<file path="src/design/dual_quadrature_decoder_macros.svh">
// Assertion macros for the dual quadrature decoder top module.
`ifndef DUAL_QUADRATURE_DECODER_MACROS_SVH
`define DUAL_QUADRATURE_DECODER_MACROS_SVH

// Checked property, switched off while reset is held
`define DQD_ASSERT(lbl, prop, msg) \
    lbl: assert property (@(posedge i_clk) disable iff (!i_rst_n) prop) else $error(msg);

// Checked property, also checked during reset
`define DQD_ASSERT_ALWAYS(lbl, prop, msg) \
    lbl: assert property (@(posedge i_clk) prop) else $error(msg);

`endif

</file>
<file path="src/design/dqd_pkg.sv">
// Package for the dual quadrature decoder: widths, item codes and shared types.
`timescale 1ns / 1ps
`default_nettype none

package dqd_pkg;

    // Position counter width and result width
    localparam int COUNT_BITS = 16;
    localparam int OUT_BITS   = 16;

    // Item kinds
    localparam logic KIND_SAMPLE = 1'b0;
    localparam logic KIND_READ   = 1'b1;

    typedef logic signed [COUNT_BITS-1:0] t_count;
    typedef logic signed [OUT_BITS-1:0]   t_out_count;

    // Per-channel control from the top level
    typedef struct packed {
        logic sample;   // new line levels present this cycle
        logic clear;    // count is being read out and cleared
        logic mirror;   // count in the mirror sense (right channel)
        logic a;
        logic b;
    } t_chan_ctrl;

    // Sign extend or truncate a count to the result width
    function automatic t_out_count count_to_output(t_count c);
        return OUT_BITS'(c);
    endfunction

endpackage

`default_nettype wire

</file>
<file path="src/design/dqd_channel.sv">
// One decoder channel: stored line levels, x4 edge decode and position counter.
`timescale 1ns / 1ps
`default_nettype none

module dqd_channel import dqd_pkg::*; (
    input  wire logic       i_clk,
    input  wire logic       i_rst_n,
    input  wire t_chan_ctrl i_ctrl,
    output t_count          o_count
);

    logic   r_prev_a, r_prev_b;
    t_count r_count;
    logic   a_rise, a_fall, b_rise, b_fall;
    logic   fwd_grp, rev_grp;
    logic   step_up, step_dn;
    t_count n_count;

    // Edge detect against the stored levels
    always_comb begin
        a_rise = !r_prev_a &&  i_ctrl.a;
        a_fall =  r_prev_a && !i_ctrl.a;
        b_rise = !r_prev_b &&  i_ctrl.b;
        b_fall =  r_prev_b && !i_ctrl.b;
        fwd_grp = (i_ctrl.b && a_rise) || (!i_ctrl.b && a_fall) ||
                  (i_ctrl.a && b_fall) || (!i_ctrl.a && b_rise);
        rev_grp = (i_ctrl.b && a_fall) || (!i_ctrl.b && a_rise) ||
                  (i_ctrl.a && b_rise) || (!i_ctrl.a && b_fall);
    end

    // First group tested wins; mirror swaps which group counts up
    always_comb begin
        if (i_ctrl.mirror) begin
            step_up = rev_grp;
            step_dn = !rev_grp && fwd_grp;
        end else begin
            step_up = fwd_grp;
            step_dn = !fwd_grp && rev_grp;
        end
    end

    // Counter next value, wraps in two's complement
    always_comb begin
        n_count = r_count;
        if (i_ctrl.clear) begin
            n_count = '0;
        end else if (i_ctrl.sample) begin
            if (step_up) begin
                n_count = r_count + t_count'(1);
            end else if (step_dn) begin
                n_count = r_count - t_count'(1);
            end
        end
    end

    always_ff @(posedge i_clk) begin
        if (!i_rst_n) begin
            r_prev_a <= 1'b0;
            r_prev_b <= 1'b0;
            r_count  <= '0;
        end else begin
            r_count <= n_count;
            if (i_ctrl.sample) begin
                r_prev_a <= i_ctrl.a;
                r_prev_b <= i_ctrl.b;
            end
        end
    end

    assign o_count = r_count;

endmodule

`default_nettype wire

</file>
<file path="src/design/dual_quadrature_decoder.sv">
// Dual quadrature decoder: x4 decode of a left and a right encoder with readout.
// Usage:
//   Input channel (i_in_valid / o_in_stall) carries one item per accept. A
//   sample item (i_kind = 0) brings the A/B levels of both encoders; each
//   channel compares them with its stored levels and steps its signed count
//   by one on any edge, the right channel in the mirror sense. A read item
//   (i_kind = 1) selects a channel with i_pick_right, returns its count on
//   the output channel and clears it. Sample items give no result.
//   Output channel (o_out_valid / i_out_stall) carries o_count_value and
//   o_from_right; a result stays until accepted.
//   The accept edge loads the input register, and a read item moves on from
//   there into the result register once that register is free.
//   Throughput: one item per cycle. The input register holds a read item
//   only while the result register is full and stalled; samples always
//   pass, so stalling the output stops the input only on a read.
//   Reset (i_rst_n low, synchronous) clears both counts, the stored levels
//   and all valid flags; no clearing sweep is needed.
`timescale 1ns / 1ps
`default_nettype none

`include "dual_quadrature_decoder_macros.svh"

module dual_quadrature_decoder import dqd_pkg::*; (
    input  wire logic       i_clk,
    input  wire logic       i_rst_n,
    input  wire logic       i_in_valid,
    output logic            o_in_stall,
    input  wire logic       i_kind,
    input  wire logic       i_left_a,
    input  wire logic       i_left_b,
    input  wire logic       i_right_a,
    input  wire logic       i_right_b,
    input  wire logic       i_pick_right,
    output logic            o_out_valid,
    input  wire logic       i_out_stall,
    output logic signed [OUT_BITS-1:0] o_count_value,
    output logic            o_from_right
);

    // Input register
    logic       r_s1_valid;
    logic       r_s1_kind;
    logic       r_s1_la, r_s1_lb, r_s1_ra, r_s1_rb;
    logic       r_s1_pick;

    // Result register
    logic       r_out_valid;
    t_out_count r_out_count;
    logic       r_out_right;

    logic       out_free;
    logic       s1_adv;
    logic       s1_read;
    logic       in_accept;
    t_chan_ctrl left_ctrl, right_ctrl;
    t_count     left_count, right_count;

    // Flow control: a read may leave the input register only into a free result slot
    assign out_free   = !r_out_valid || !i_out_stall;
    assign s1_read    = r_s1_valid && (r_s1_kind == KIND_READ);
    assign s1_adv     = r_s1_valid && (!s1_read || out_free);
    assign o_in_stall = r_s1_valid && !s1_adv;
    assign in_accept  = i_in_valid && !o_in_stall;

    always_ff @(posedge i_clk) begin
        if (!i_rst_n) begin
            r_s1_valid <= 1'b0;
        end else if (!o_in_stall) begin
            r_s1_valid <= i_in_valid;
        end
    end

    always_ff @(posedge i_clk) begin
        if (in_accept) begin
            r_s1_kind <= i_kind;
            r_s1_la   <= i_left_a;
            r_s1_lb   <= i_left_b;
            r_s1_ra   <= i_right_a;
            r_s1_rb   <= i_right_b;
            r_s1_pick <= i_pick_right;
        end
    end

    // Channel control
    always_comb begin
        left_ctrl.sample  = s1_adv && (r_s1_kind == KIND_SAMPLE);
        left_ctrl.clear   = s1_adv && s1_read && !r_s1_pick;
        left_ctrl.mirror  = 1'b0;
        left_ctrl.a       = r_s1_la;
        left_ctrl.b       = r_s1_lb;
        right_ctrl.sample = s1_adv && (r_s1_kind == KIND_SAMPLE);
        right_ctrl.clear  = s1_adv && s1_read && r_s1_pick;
        right_ctrl.mirror = 1'b1;
        right_ctrl.a      = r_s1_ra;
        right_ctrl.b      = r_s1_rb;
    end

    dqd_channel u_left (
        .i_clk   (i_clk),
        .i_rst_n (i_rst_n),
        .i_ctrl  (left_ctrl),
        .o_count (left_count)
    );

    dqd_channel u_right (
        .i_clk   (i_clk),
        .i_rst_n (i_rst_n),
        .i_ctrl  (right_ctrl),
        .o_count (right_count)
    );

    // Result register
    always_ff @(posedge i_clk) begin
        if (!i_rst_n) begin
            r_out_valid <= 1'b0;
        end else if (out_free) begin
            r_out_valid <= s1_adv && s1_read;
        end
    end

    always_ff @(posedge i_clk) begin
        if (out_free && s1_adv && s1_read) begin
            r_out_count <= r_s1_pick ? count_to_output(right_count)
                                     : count_to_output(left_count);
            r_out_right <= r_s1_pick;
        end
    end

    assign o_out_valid   = r_out_valid;
    assign o_count_value = r_out_count;
    assign o_from_right  = r_out_right;

    // Checks
    `DQD_ASSERT(a_read_gives_result, (s1_adv && s1_read) |=> r_out_valid, "read item lost")
    `DQD_ASSERT(a_left_cleared, left_ctrl.clear |=> (left_count == '0), "left count not cleared")
    `DQD_ASSERT(a_stall_needs_item, o_in_stall |-> (s1_read && r_out_valid), "spurious input stall")
    `DQD_ASSERT_ALWAYS(a_reset_empty, $past(!i_rst_n) |-> (!r_out_valid && !r_s1_valid), "valid after reset")

endmodule

`default_nettype wire

</file>
<file path="config.mk">
export PLATFORM = sky130hd
export DESIGN_NAME = dual_quadrature_decoder
export DESIGN_NICKNAME = d
export VERILOG_FILES = /design/src/design/dqd_pkg.sv /design/src/design/dqd_channel.sv /design/src/design/dual_quadrature_decoder.sv
export VERILOG_INCLUDE_DIRS = /design/src /design/src/design
export SDC_FILE = /design/constraint.sdc
export NUM_CORES = 1
export LEC_CHECK = 0
export ABC_AREA = 1
export BUFFER_PORTS_ARGS = -buffer_cell sky130_fd_sc_hd__buf_2
export CAP_MARGIN = 20
export CORE_AREA = 5 5 107 109
export CTS_CLUSTER_DIAMETER = 100
export DETAILED_ROUTE_END_ITERATION = 8
export DIE_AREA = 0 0 112 114
export GPL_TIMING_DRIVEN = 0
export PLACE_DENSITY = 0.66
export SYNTH_ARGS = -nofsm -noshare
export SYNTH_HDL_FRONTEND = slang
export SYNTH_HIERARCHICAL = 1
export SYNTH_SLANG_ARGS = --single-unit
export TNS_END_PERCENT = 5
</file>
<file path="constraint.sdc">
create_clock -name i_clk -period 3 [get_ports i_clk]
set_input_delay 0.45 -clock i_clk [delete_from_list [all_inputs] [get_ports i_clk]]
set_output_delay 0.45 -clock i_clk [all_outputs]
set_load 0.02 [all_outputs]
</file>
* Word level (Yosys, flattened, before mapping)
Cells that the tools add are included.
** Word-level totals
- Register bits after elaboration :: 61
- Input port bits :: 10
- Output and inout bits :: 19
- Logic and storage cells :: 99
** Operators by class
- $add $sub $neg :: 4
- Mux-type cells :: 5
- Bitwise operators :: 2
- Reductions and logical operators :: 72
** Operators by type and width (count)
- 2-to-1 mux 16 bit :: 5
- logical AND 1 bit :: 36
- adder 16 x 2 -> 16 bit (second input constant) :: 2
- subtractor 16 x 2 -> 16 bit (second input constant) :: 2
- zero test 1 bit :: 16
- logical OR 1 bit :: 14
- AND reduction 2 bit :: 2
- nonzero test 2 bit :: 2
- OR reduction 2 bit :: 2
- inverter 1 bit :: 2

* Logic depth before layout (Yosys ltp)
Gate-level depths: netlist of the first run.
- Depth in word-level cells :: 10
- Gate-level depth with buffers :: 21
- Depth with buffers taken out :: 20

* By module
The synthesis of the first run kept the hierarchy.
** Modules (own cells, without submodules)
- dqd_channel :: times used 2, cells an instance 289, area each 1735.4 um^2, sequential area each 360.3 um^2
- dual_quadrature_decoder :: times used 1, cells an instance 94, area each 1048.5 um^2, sequential area each 730.7 um^2

* Worst setup path before layout of the first run
No wires, ideal clock.
- Path kind :: reg2reg
- Start :: register r_s1_la
- End :: register u_left.r_count[10], in the netlist u_left/o_count[10]
- Library setup time :: 0.109 ns
- Arrival time :: 2.049 ns
- Data required time :: 2.891 ns
- Path slack :: 0.842 ns
- Cell stages (with the launch flop) :: 21
- Path buffers :: 1
- Period minus slack after synthesis :: 2.158 ns
- Path through :: edfxtp_1 -> nand2_1 -> nand2_1 -> nand2_1 -> nand3b_4 -> nand2_4 -> buf_12 -> nand2_2 -> nand2_1 -> inv_1 -> ha_1 -> nor2_1 -> inv_1 -> nand3_1 -> nand2_1 -> nand2_1 -> nand2_1 -> nand2_1 -> nand3_1 -> nand2_1 -> inv_1
** On the way
- Cells in the longest elaborated chain, start to end :: 10
- Elaborated cells between the ends (all ways) :: 22
- Classes of those cells :: mux (1); reduce/logical (21)
** Ends and longest elaborated chain
- start, declared :: RTL line dual_quadrature_decoder.sv:43 : logic r_s1_la, r_s1_lb, r_s1_ra, r_s1_rb;
- start signal, assigned :: RTL line dual_quadrature_decoder.sv:76 : r_s1_la <= i_left_a;
- zero test 1 bit :: RTL line dqd_channel.sv:22, dqd_channel.sv:26, dqd_channel.sv:28
- logical AND 1 bit :: RTL line dqd_channel.sv:22 : a_fall = r_prev_a && !i_ctrl.a;
- logical AND 1 bit :: RTL line dqd_channel.sv:25 : fwd_grp = (i_ctrl.b && a_rise) || (!i_ctrl.b && a_fall) ||
- logical OR 1 bit (2 in series) :: RTL line dqd_channel.sv:25
- logical OR 1 bit :: RTL line dqd_channel.sv:26 : (i_ctrl.a && b_fall) || (!i_ctrl.a && b_rise);
- zero test 1 bit :: RTL line dqd_channel.sv:38 : step_dn = !fwd_grp && rev_grp;
- logical AND 1 bit :: RTL line dqd_channel.sv:38
- nonzero test 2 bit (no line)
- AND reduction 2 bit (no line)
- end signal, assigned :: RTL line dqd_channel.sv:62 : r_count <= n_count;
- end, declared :: RTL line dqd_channel.sv:13 : t_count r_count;
Several ways; a longest one is shown, not always the timed one.
A chain may end at the register's enable or synchronous reset.

* Worst setup path in the final report of the first run
Same ends and word-level chain as after synthesis.

==> impl_metrics.csv, run 1 <==
group,metric,value,unit
run_status,status,"complete, no violations",
cts,ctsHoldBuffers,0,
critical_path,slowest_delay,0.45,ns
timing,worst_pin_slew,0.9870,ns
final_layout,diodes,0,
cts,cts_buffers,9,
cts,clkTransAtPathRegs,0.07,ns
power,power_density,462.6,nW/um2
synthesis,synth_top_family_by_area,"simple AND/OR/NAND/NOR gates",
global_route,grt_overflow,0,
synthesis,ys_ff_latch,61,
synthesis,synth_edf_count,23,
timing,fin_crit_sh,0.8680,
route,drtIter0Drc,304,
cts,cts-root-buf,"clkbuf_8",
floorplan,dieArea,12770,um2
placed_design,io_buffers,28,
synthesis,synth-main-ff-cell,"dfxtp_1",
synthesis,ys_warn_count,6,
floorplan,core_region_area,10510,um2
critical_path,crit_top_cell,"nand2_1",
power,p_int,0.001569,W
placed_design,pre_cts_ws,0.4274,ns
floorplan,initial_core_util,0.4301,
synthesis,synthArstFlopShare,0,
timing,setup_viol,0,
final_layout,fin_cells,858,
critical_path,worstPathArrival,2.85,ns
final_layout,n_fill_cell,1063,
global_route,grt_max_degree,19,
global_route,antenna_found_initial,0,
route,drtPass1Iterations,6,
timing,rsz0062_at_grt,"no",
route,drt-vias-per-instance,5.059,
synthesis,synthSimpleGateAreaFrac,0.3873,
power,leakage,2.584,nW
power,clkPwrFrac,0.343,
timing,hold_viol_final,0,
synthesis,post_synth.cell_area_avg,6.725,um2
power,power_switching,0.0007670,W
timing,fin_crit,2.604,ns
final_layout,drive_above_1_share,0.1755,
critical_path,crit_chain,"nand2_1 > nand2_1 > nand2_1 > nand3b_4 > nand2_4 > buf_12 > nand2_2 > nand2_1 > inv_1 > ha_1 > nor2_1 > inv_1 > nand3_1 > nand2_1 > nand2_1 > nand2_1 > nand2_1 > nand3_1 > nand2_1 > inv_1",
timing,max_freq,384.0,MHz
route,drc,0,
cts,clk_path_buf_depth,2,
route,drtAntennaViolNets,0,
flow_run,max_cap_viol_count,0,
floorplan,die_h,114,um
critical_path,reg2reg_slack,0.40,ns
critical_path,cpMaxStageDelayCell,"edfxtp_1",
critical_path,cp_max_fo,10,
power,pwr-share-seq,0.409,
timing,finalClockSkew,0.01120,ns
floorplan,ios,29,
global_route,grt_pass1_vias,4203,
critical_path,crit_family,"simple AND/OR/NAND/NOR gates",
synthesis,synthAdderAreaFrac,0.005537,
critical_path,crit_buf_inv,4,
synthesis,yosys.area_share.xor_xnor,0.03433,
placed_design,placed_cells_incl_taps,842,
timing,slew_viol_final,0,
critical_path,endpoint_kind,"flip-flop",
timing,maxSlewHeadroom,0.3420,
floorplan,die_width,112,um
synthesis,synth_mux_area_frac,0,
global_route,grt_util_all_layers,0.1902,
final_layout,layout_commonest_cell,"nand2_1",
cts,clk_latency,0.36,ns
cts,h-tree-depth,3,
final_layout,synthToLayoutAreaGrowth,11.71,%
critical_path,criticalPathCategory,"reg2reg",
route,routed_wl,11530,um
floorplan,rows,38,
hold_path,hp-class,"in2reg",
power,p_sw_frac,0.3284,
route,vias,4341,
synthesis,synth_compound_area_frac,0.1215,
route,routedWlPerCell,13.43,um
cts,cts_sinks,61,
placed_design,gp_congestion,0.9000,
critical_path,required,3.25,ns
power,peakVddDrop,0.0001908,V
cts,postCtsSetupBuffers,0,
timing,layout_setup_ws,0.3961,ns
synthesis,synth_area,4519,um2
placed_design,hpwlAfterDp,8403,um
power,pwr-share-comb,0.249,
synthesis,synth_cell_types,32,
critical_path,crit_path_start_kind,"flip-flop",
synthesis,syn_inst,672,
cts,cts_resized,0,
synthesis,seq_area_frac_synth,0.3212,
final_layout,regArea,1451,um2
final_layout,mostFrequentLayoutCells,"nand2_1 (215), inv_1 (97), nand3_1 (44), dfxtp_1 (38), a21oi_1 (37)",
final_layout,multi_input_area,2495,um2
timing,setup_tns,0,ns
final_layout,nets,725,
global_route,grt_pass1_wl,19640,um
cts,cts_tree,"yes",
layer usage:
| metal | wire length, um | GRT usage |
|---|---|---|
| met4 | 122 | 0.05449 |
| met5 | 0 | 0 |
| met1 | 5013 | 0.2311 |
| met3 | 667 | 0.04562 |
| met2 | 5725 | 0.3365 |
layout make-up:
class / instances / area share
Multi-Input combinational cell: 483 / 0.4942
Sequential cell: 61 / 0.2875
Inverter: 113 / 0.08649
Tap cell: 140 / 0.03470
Buffer: 17 / 0.02850
Timing Repair Buffer: 28 / 0.02776
Clock buffer: 11 / 0.02602
Clock inverter: 5 / 0.01487
metrics by stage:
stage	power [W]	util	instance area (um2)	hold slack [ns]
2_1_floorplan	0.001419	-	4527	0.4507
4_1_cts	0.002357	0.4805	5049	0.2368
3_5_place_dp	0.001541	0.4608	4842	0.4763
6_report	0.002336	0.4805	5049	0.2664
5_1_grt	0.002483	0.4805	5049	0.2403
3_3_place_gp	0.001527	0.4608	4842	0.4763
cells by family (layout without fill, tap and decap cells):
family,after synthesis,after routing
other cells,2,4
simple gates,371,371
compound gates,90,90
xor+xnor,16,16
buf+inv,130,174
fa+ha+maj,2,2
flops,61,61
synth_stat cells, types with 2 or more instances:
cell / instances / area share
a21oi_1: 37 / 0.041
buf_12: 2 / 0.0089
buf_4: 2 / 0.0033
buf_6: 4 / 0.010
clkbuf_1: 8 / 0.0066
conb_1: 2 / 0.0017
dfxtp_1: 38 / 0.17
edfxtp_1: 23 / 0.15
ha_1: 2 / 0.0055
inv_1: 97 / 0.081
inv_2: 13 / 0.011
inv_4: 2 / 0.0028
nand2_1: 215 / 0.18
nand2_2: 33 / 0.046
nand2_4: 2 / 0.0050
nand3_1: 44 / 0.049
nand3_4: 2 / 0.0078
nand3b_1: 18 / 0.030
nand3b_4: 2 / 0.0089
nand4_1: 4 / 0.0055
nor2_1: 34 / 0.028
nor2_2: 12 / 0.017
nor2_4: 5 / 0.012
o21ai_0: 26 / 0.029
o21ai_1: 2 / 0.0022
o21bai_2: 2 / 0.0050
o41ai_1: 22 / 0.043
xor2_1: 14 / 0.027
xor2_2: 2 / 0.0072
worst paths after layout:
kind	from	end	cells after the start
worst max register to register	r_s1_la	u_left/o_count[10]	20
worst min-delay path	i_right_a	r_s1_ra	1
worst min register to register	r_s1_pick	o_from_right	0
worst max-delay path	r_s1_la	u_left/o_count[10]	20
power groups by stage:
stage / clock network (W) / logic, W / registers (W)
floorplan: 0 / 0.000458 / 0.000960
global placement: 0 / 0.000558 / 0.000970
detailed placement: 0 / 0.000570 / 0.000971
CTS: 0.000830 / 0.000574 / 0.000953
global route: 0.000869 / 0.000654 / 0.000960
finish: 0.000800 / 0.000581 / 0.000954
No activity file was read; power rests on OpenSTA's default activity.
==> run 2, diff against run 1 <==
Settings changed: CORE_AREA 5 5 107 109 to 5 5 93 95, DIE_AREA 0 0 112 114 to 0 0 98 100, PLACE_DENSITY 0.66 to 0.83.
==> run 2 against run 1 <==
Power down 1.3%. Clock power fell by 4.0%. Critical path depth did not move. Clock skew shrank 0.00094 ns. Non-clock buffer count is the same. Register-to-register slack about the same. Sequential power about the same. Critical path type unchanged. Combinational power about the same. Count of clock-buffer cells in the layout decreased by 2. Die area shrank 23%.
==> impl_metrics.csv, run 2 (same netlist as run 1, synthesis figures left out) <==
group,metric,value,unit
floorplan,dieArea,9800,um2
timing,rsz0062_at_grt,"no",
route,drt-vias-per-instance,5.402,
flow_run,max_cap_viol_count,0,
cts,ctsHoldBuffers,0,
final_layout,drive_above_1_share,0.1811,
cts,cts_tree,"yes",
timing,worst_pin_slew,1.029,ns
route,drtPass1Iterations,5,
power,p_int,0.001500,W
cts,clk_latency,0.34,ns
floorplan,initial_core_util,0.5910,
timing,hold_slack,0.2783,ns
placed_design,gp_congestion,0.9840,
timing,setup_tns,0,ns
critical_path,endpoint_kind,"flip-flop",
critical_path,crit_path_start_kind,"flip-flop",
route,routed_wl,11210,um
power,p_sw_frac,0.3490,
final_layout,diodes,0,
timing,slew_viol_final,0,
global_route,grt_overflow,0,
placed_design,io_buffers,28,
cts,cts_sinks,61,
power,power,0.002304,W
global_route,grt_max_degree,19,
final_layout,postLayoutCellArea,4999,um2
final_layout,n_fill_cell,675,
floorplan,core_region_area,7647,um2
cts,cts_resized,0,
power,power_density,461.0,nW/um2
power,pwr-share-seq,0.413,
final_layout,layout_commonest_cell,"nand2_1",
floorplan,die_width,98,um
critical_path,worstPathArrival,2.84,ns
timing,maxSlewHeadroom,0.3143,
global_route,grt_pass1_vias,4335,
route,drc,0,
cts,postCtsSetupBuffers,0,
cts,h-tree-depth,3,
power,clkPwrFrac,0.333,
power,leakage,2.583,nW
final_layout,multi_input_area,2495,um2
critical_path,required,3.24,ns
power,peakVddDrop,0.0003160,V
placed_design,hpwlAfterDp,8209,um
critical_path,criticalPathCategory,"reg2reg",
route,drtAntennaViolNets,0,
timing,hold_viol_final,0,
power,pwr-share-comb,0.254,
critical_path,cp_max_fo,10,
global_route,antenna_found_initial,0,
final_layout,nets,725,
placed_design,dpl_cell_area,4795,um2
hold_path,hp-class,"in2reg",
floorplan,rows,32,
timing,max_freq,385.0,MHz
cts,clkTransAtPathRegs,0.08,ns
route,vias,4430,
final_layout,regArea,1451,um2
timing,finalClockSkew,0.01026,ns
cts,clk_path_buf_depth,2,
final_layout,synthToLayoutAreaGrowth,10.60,%
cts,cts_buffers,9,
global_route,grt_pass1_wl,19420,um
timing,fin_crit_sh,0.8657,
power,power_switching,0.0008041,W
timing,fin_crit,2.597,ns
final_layout,mostFrequentLayoutCells,"nand2_1 (215), inv_1 (97), nand3_1 (44), dfxtp_1 (38), a21oi_1 (37)",
route,drtIter0Drc,255,
route,routedWlPerCell,13.67,um
timing,setup_viol,0,
run_status,status,"complete, no violations",
global_route,grt_util_all_layers,0.2379,
floorplan,die_h,100,um
floorplan,ios,29,
final_layout,finish.utilization,0.6536,
cts,cts-root-buf,"clkbuf_8",
[run 2: path summary, 6_finish.rpt]
path	start	to	slack [ns]	cells after the start
worst max-delay path	r_s1_la	u_left/o_count[10]	0.40	20
worst min-delay path	i_right_b	r_s1_rb	0.28	1
worst max register to register	r_s1_la	u_left/o_count[10]	0.40	20
worst min register to register	r_s1_pick	o_from_right	0.50	0
[run 2: area by class of cell]
class / instances / share of cell area
tap: 102 / 0.02553
multi-input combinational: 483 / 0.4991
timing repair buffer: 28 / 0.02803
buffer: 17 / 0.02879
clock buffer: 9 / 0.02478
sequential: 61 / 0.2904
clock inverter: 7 / 0.01602
inverter: 113 / 0.08736
[run 2: per-stage QoR]
| step | std cells | setup WS (ns) |
|---|---|---|
| floorplan | 674 | 0.8417 |
| global placement | 804 | 0.4620 |
| detailed placement | 804 | 0.3865 |
| CTS | 820 | 0.4493 |
| global route | 820 | 0.1572 |
| finish | 820 | 0.4029 |
[run 2: worst max-delay path, cell delays in order (launching register included)]
cell and delay (ns):
edfxtp_1 0.44, nand2_1 0.12, nand2_1 0.05, nand2_1 0.14, nand3b_4 0.18, nand2_4 0.12, buf_12 0.14, nand2_2 0.08
nand2_1 0.09, inv_1 0.05, ha_1 0.17, nor2_1 0.20, inv_1 0.09, nand3_1 0.09, nand2_1 0.12, nand2_1 0.11
nand2_1 0.05, nand2_1 0.08, nand3_1 0.07, nand2_1 0.08, inv_1 0.04
[run 2: layer usage]
metal / share of wire / track usage / vias to the layer above
li1: - / - / 2218
met1: 0.42 / 0.2844 / 2016
met2: 0.50 / 0.4215 / 170
met3: 0.063 / 0.04031 / 26
met4: 0.024 / 0.1022 / 0
met5: 0 / 0 / -
[run 2: power by group through the flow]
stage	clock [W]	combinational [W]	sequential (W)
2_1_floorplan	0	0.000458	0.000960
3_3_place_gp	0	0.000552	0.000967
3_5_place_dp	0	0.000569	0.000970
4_1_cts	0.000780	0.000574	0.000950
5_1_grt	0.000823	0.000653	0.000958
6_report	0.000768	0.000584	0.000952
==> run 3, diff against run 2 <==
Settings changed: SETUP_SLACK_MARGIN set to 0.5.
==> run 3 against run 2 <==
Core utilization increased by 0.43 points. First-iteration DRC count increased by 6.3%. Fmax increased by 1.4%. Register-to-register slack improved by 0.04 ns. Non-clock buffer count increased by 3. Count of clock-buffer cells in the layout unchanged. Global-route usage increased by 0.24 points. Clock power about the same. Sequential share of layout area decreased by 0.19 points. Worst setup slack improved by 0.036 ns. Via count increased by 1.4%. Highest routed layer unchanged.
==> impl_metrics.csv, run 3 (same netlist as run 1, synthesis figures left out) <==
group,metric,value,unit
run_status,status,"complete, no violations",
power,clkPwrFrac,0.332,
placed_design,io_buffers,28,
timing,max_freq,390.5,MHz
timing,rsz0062_at_grt,"yes",
final_layout,layout_commonest_cell,"nand2_1",
critical_path,required,3.24,ns
route,drtPass1Iterations,5,
power,peakVddDrop,0.0003099,V
timing,slew_viol_final,0,
floorplan,initial_core_util,0.5910,
power,p_int,0.001504,W
timing,maxSlewHeadroom,0.5583,
critical_path,endpoint_kind,"flip-flop",
floorplan,core_region_area,7647,um2
critical_path,worstPathArrival,2.80,ns
route,drtIter0Drc,271,
power,pwr-share-comb,0.256,
cts,ctsHoldBuffers,0,
global_route,grt_util_all_layers,0.2402,
critical_path,cp-startpoint,"r_s1_rb",
timing,setup_viol,0,
floorplan,dieArea,9800,um2
final_layout,drive_above_1_share,0.1859,
critical_path,criticalPathCategory,"reg2reg",
cts,cts_buffers,9,
final_layout,multi_input_area,2505,um2
cts,clk_path_buf_depth,2,
flow_run,max_cap_viol_count,0,
cts,clk_latency,0.35,ns
global_route,antenna_found_initial,0,
global_route,grt_overflow,0,
global_route,grt_pass1_vias,4335,
final_layout,regArea,1451,um2
route,vias,4490,
power,p_sw_frac,0.3499,
power,power_switching,0.0008092,W
cts,h-tree-depth,3,
floorplan,die_width,98,um
critical_path,crit_path_start_kind,"flip-flop",
cts,cts-root-buf,"clkbuf_8",
final_layout,nets,728,
hold_path,hp-class,"in2reg",
final_layout,diodes,0,
critical_path,crit_buf_inv,4,
critical_path,reg2reg_from,"r_s1_rb",
final_layout,n_fill_cell,672,
timing,fin_crit_sh,0.8536,
placed_design,dpl_cell_area,4795,um2
power,leakage,2.599,nW
critical_path,slowest_delay,0.47,ns
critical_path,crit_top_cell,"nand2_1",
global_route,grt_pass1_wl,19590,um
power,pwr-share-seq,0.412,
final_layout,mostFrequentLayoutCells,"nand2_1 (215), inv_1 (97), nand3_1 (44), dfxtp_1 (38), a21oi_1 (37)",
cts,cts_sinks,61,
cts,clkTransAtPathRegs,0.08,ns
final_layout,synthToLayoutAreaGrowth,11.32,%
timing,hold_viol_final,0,
timing,worst_pin_slew,0.6540,ns
power,power_density,459.7,nW/um2
critical_path,crit_family,"simple AND/OR/NAND/NOR gates",
critical_path,crit_chain,"nand2_1 > nand2_1 > nand2_2 > nand3_4 > nand2_4 > buf_12 > nand2_2 > nand2_1 > inv_1 > ha_1 > nor2_1 > inv_1 > nand3_1 > nand2_1 > nand2_1 > nand2_1 > nand2_1 > nand3_1 > nand2_1 > inv_1",
hold_path,hp-start,"i_right_a",
placed_design,hpwlAfterDp,8209,um
route,routed_wl,11440,um
route,drtAntennaViolNets,0,
route,drt-vias-per-instance,5.456,
route,routedWlPerCell,13.90,um
global_route,grt_max_degree,19,
timing,fin_crit,2.561,ns
final_layout,postLayoutCellArea,5031,um2
floorplan,ios,29,
critical_path,cpMaxStageDelayCell,"edfxtp_1",
timing,setup_tns,0,ns
route,drc,0,
placed_design,gp_congestion,0.9840,
floorplan,rows,32,
floorplan,die_h,100,um
cts,cts_tree,"yes",
critical_path,cp_max_fo,10,
timing,finalClockSkew,0.01066,ns
==> run 3: timing repair <==
| action | 4_1_cts | 5_1_grt |
|---|---|---|
| pin swaps | 1 | 0 |
| hold endpoints to repair | 0 | 0 |
| gates resized for setup | 0 | 2 |
| setup buffers | 2 | 1 |
| endpoints found under the setup margin | 9 | 22 |
| gates cloned | 0 | 0 |
==> run 3: power by group through the flow <==
stage          sequential [W]  clock, W  combinational, W
2_1_floorplan        0.000960         0          0.000458
3_3_place_gp         0.000967         0          0.000552
3_5_place_dp         0.000970         0          0.000569
4_1_cts              0.000950  0.000780          0.000577
5_1_grt              0.000958  0.000823          0.000659
6_report             0.000952  0.000768          0.000592
==> run 3: routing by layer <==
metal / part of all wire / wire length [um] / vias to the layer above / track usage
li1: - / - / 2224 / -
met1: 0.41 / 4698 / 2043 / 0.2879
met2: 0.50 / 5682 / 192 / 0.4230
met3: 0.067 / 768 / 31 / 0.04100
met4: 0.026 / 292 / 0 / 0.1065
met5: 0 / 0 / - / 0
==> run 3: layout make-up <==
type                    instances  area share
inverters                     113     0.08679
clock inverters                 7     0.01592
repair buffers                 31     0.03233
well taps                     102     0.02537
clock buffers                   9     0.02462
multi-input cells             483      0.4979
plain buffers                  17     0.02860
flip-flops and latches         61      0.2885
==> run 3: worst paths after layout <==
path,to,slack [ns],depth (start not counted)
setup / recovery,u_right/o_count[14],0.44,20
hold / removal,r_s1_ra,0.28,1
setup reg to reg,u_right/o_count[14],0.44,20
hold reg to reg,o_from_right,0.50,0
==> run 3: metrics by stage <==
step                utilization  instances  power, W  hold WS [ns]  worst slack (ns)
finish                   0.6579        823  0.002313        0.2756            0.4391
global route             0.6579        823  0.002440        0.2541            0.2203
CTS                      0.6556        822  0.002307        0.2627            0.4670
detailed placement       0.6270        804  0.001538        0.4817            0.3865
global placement         0.6270        804  0.001520        0.4581            0.4620
floorplan                     -        674  0.001419        0.4507            0.8417
